[src/hdl/bbd_ram.sv]
// Generic simple dual-port RAM with registered read data.
module bbd_ram #(
    parameter int DATA_W = 8,
    parameter int DEPTH  = 256
) (
    input  logic                     aclk,
    input  logic                     we,
    input  logic [$clog2(DEPTH)-1:0] waddr,
    input  logic [DATA_W-1:0]        wdata,
    input  logic                     re,
    input  logic [$clog2(DEPTH)-1:0] raddr,
    output logic [DATA_W-1:0]        rdata
);

    logic [DATA_W-1:0] mem [DEPTH];
    logic [DATA_W-1:0] rdata_reg;

    always_ff @(posedge aclk) begin
        if (we) begin
            mem[waddr] <= wdata;
        end
        if (re) begin
            rdata_reg <= mem[raddr];
        end
    end

    assign rdata = rdata_reg;

endmodule

[config.mk]
export PLATFORM = sky130hd
export DESIGN_NAME = bbd_ram
export DESIGN_NICKNAME = d
export VERILOG_FILES = /design/src/hdl/bbd_ram.sv
export SDC_FILE = /design/constraint.sdc
export NUM_CORES = 2
export LEC_CHECK = 0
export BUFFER_PORTS_ARGS = -buffer_cell sky130_fd_sc_hd__buf_2
export CORE_UTILIZATION = 45
export CTS_CLUSTER_SIZE = 8
export DETAILED_ROUTE_END_ITERATION = 16
export SYNTH_ARGS = -nofsm -noshare
export SYNTH_HDL_FRONTEND = slang
export SYNTH_SLANG_ARGS = --single-unit
[constraint.sdc]
create_clock -name aclk -period 2.38 [get_ports aclk]
set_clock_uncertainty 0.1 [all_clocks]
set_input_delay 0.238 -clock aclk [delete_from_list [all_inputs] [get_ports aclk]]
set_output_delay 0.238 -clock aclk [all_outputs]
set_load 0.02 [all_outputs]
==> results.md <==
- Gpl congestion: around 0.85
- Slew margin rel.: ~50%
- Layout Cells excl Fill: about 7.0k
- Syn Area/Cell: between 20 and 25 um^2
- Starting density of the core: a little under half
- Clock sink count: slightly above 2k
- Max Transition Viols Final: 0
- Static Leak: roughly 32 nW
- Crit Path Max Fanout: 1
- Reg2reg end: rdata[5]$_DFFE_PP_
- Async set-or-reset flop fraction in the synthesized netlist: 0%
- Largest net degree at the start of global routing: 85
- Average vias per placed instance: between 5 and 6
- Routed Antenna Nets: 0
- I/O Pins: 35
- Number of global-route vias before repair: roughly 42k
- Top-count cell post-synth: edfxtp_1
- Synthesized cell area: approximately 80000 um^2
- Fmax: between 300 and 400 MHz
- CTS root buf: clkbuf_16
- Crit end category: register
- Placed Cells: around 6.6k
- Post-Route WL: 203 mm
- RSZ-0062 raised after global routing: true
- Place WS: -1.25 ns
- Worst hold path class: input pin to register
- Arrival @ worst endpoint: between 3 and 4 ns
- Startpoint types: register
- Data required, critical path: 2.91 ns
- EDFF count, synth: about 2.1k
- PwrDens: ~840 nW/um^2
- Syn. warnings: 0
- Register area share after synthesis: between 70% and 80%
- Port Buf Inserts: 34
- Share of post-route cells with drive strength above 1: a little over a third
- Post-Place Cell Area: roughly 90000 um^2
- Initial antenna violation count: 4
- Slew @ Worst Pin: approximately 0.74 ns
- First-pass GRT wire length: 294 mm
- Reg2Reg Depth: 7
- Tmin final: around 2.5 ns
- CP Capture Point: rdata[5]$_DFFE_PP_
- Post-synth top cells: edfxtp_1 (2056), mux4_2 (454), nor2_1 (282), mux2i_1 (134), a22oi_1 (133)
- CP Class: register to register
- Leading area contributor after synthesis: edfxtp_1
- Final number of hold-violating endpoints: 0
- Post-Syn Instances: around 3.7k
- Cts bufs inserted: between 300 and 400
- Reg clk slew, reported paths: around 0.050 ns
- Full die area: 179000 um^2
- Initial DRC count: 4564
- Placeable Area: around 180000 um^2
- Count of cell types in the netlist: 54
- Synthesis-to-finish area growth: 21.6%
- Maxcap violations: 0
- Total gr overflow: 0
- Final setup violation count: 2
- IR drop worst, VDD: roughly 0.78 mV
- Final non-filler cell area: about 97000 um^2
- Number of remaining DRC errors: 0
- R2R Path Start: mem[83][5]$_DFFE_PP_
- Die height: between 400 and 500 um
- All-Layer GR Usage: around 23%
- Syn Nets: about 3.8k
- CTS Buffer Depth: 4
- Worst hold slack: roughly 0.049 ns
- Top post-synthesis cells by area: edfxtp_1 (78%), mux4_2 (13%), mux2i_1 (1.7%)
- Status: complete, but fails checks
- Die width: roughly 420 um
- Crit path from: mem[83][5]$_DFFE_PP_
- Nets: 4635
- Largest register FFs: 2048
- CTS tree: built
- DP HPWL: about 130 mm
- FF-to-FF setup slack: -0.13 ns
- Pre-antenna DRT Iters: 8
- Failing checks: negative setup slack
- Main synth FF type: edfxtp_1
- Tcrit/Tclk final: 105%
- FF+latch count, synth: 2056
- Util after Layout: a little under three fifths
- Wirelength per Cell: about 29 um
- Final WS setup: -0.126 ns
- Fill count: around 13k
- Vias: between 40k and 50k
- H-tree depth: 5
- Row cnt: ~150
- Post-synth top area share: between 70% and 80%
- Worst skew pair latency: ~0.9 ns
## worst max-delay path: stages (launching register included)
cell and delay [ns]:
edfxtp_1 0.37, mux4_2 0.47, a22o_1 0.28, a221oi_2 0.31
o32ai_1 0.21, nor3_1 0.29, buf_4 0.19, nor4_2 0.04
## logic make-up after synthesis
logic type | count (synthesis) | synth area share [%]
AOI/OAI and AO/OA | 385 | 3.42
and+or+nand+nor | 466 | 2.63
DFF | 2056 | 77.5
buffers and inverters | 235 | 1.83
muxes | 591 | 14.6
## routing by layer
layer / global-route usage (%) / share of wire [%]
met1: 32.1 / 42
met2: 36.2 / 48
met3: 4.75 / 7.4
met4: 6.73 / 2.6
met5: 0 / 0
## report_power, final
group	internal, mW	switching, mW
combinational	1.85	2.56
sequential	40.0	0.0484
clock	22.8	14.0
## worst min-delay path by stage
stage              from                    end  slack, ns  depth (start not counted)
2_1_floorplan  wdata[0]    mem[0][0]$_DFFE_PP_       0.24                          0
3_3_place_gp   wdata[2]  mem[155][2]$_DFFE_PP_       0.55                          1
3_5_place_dp   wdata[2]  mem[155][2]$_DFFE_PP_       0.55                          1
4_1_cts        waddr[6]  mem[214][5]$_DFFE_PP_      0.003                          4
5_1_grt        waddr[6]  mem[214][5]$_DFFE_PP_       0.04                          4
6_report       waddr[6]  mem[214][5]$_DFFE_PP_       0.05                          4
## placed cells by master, fill, tap and decap left out, drive strengths merged, types with 28 or more instances in the layout
cell type and instances:
a21oi 96, a22oi 133, buf 783, clkbuf 313
edfxtp 2056, mux2i 134, mux4 456, nand2 33
nand3 34, nor2 282, nor2b 31, o221ai 47
o22ai 28
## repair_timing
item                       in CTS  in global routing
hold buffers                   16                  0
hold endpoints to repair     1720                  0
gates resized for setup        45                 46
pin swaps                      14                 23
gates cloned                    0                  0
setup buffers                   0                  0
setup endpoints to repair       8                 14
## cell type report
class                      instances  area, um^2  share of cell area [%]
antenna                            3        7.51                 0.00775
clock buffer                     312        7810                    8.06
tap                             2340        2930                    3.02
inverter                           2        7.51                 0.00775
clock inverter                     2        25.0                  0.0258
sequential                      2056       61700                    63.8
timing repair buffer             800        7290                    7.53
multi-input combinational       1442       17000                    17.6
## metrics by stage
| stage | TNS [ns] | power, mW |
|---|---|---|
| after global placement | -7.22 | 45.0 |
| after global routing | -0.248 | 83.4 |
| after CTS | -0.272 | 81.8 |
| after floorplan | -0.00295 | 42.7 |
| final | -0.136 | 81.2 |
| after detailed placement | -7.43 | 45.0 |
No activity file was read; power rests on OpenSTA's default activity.
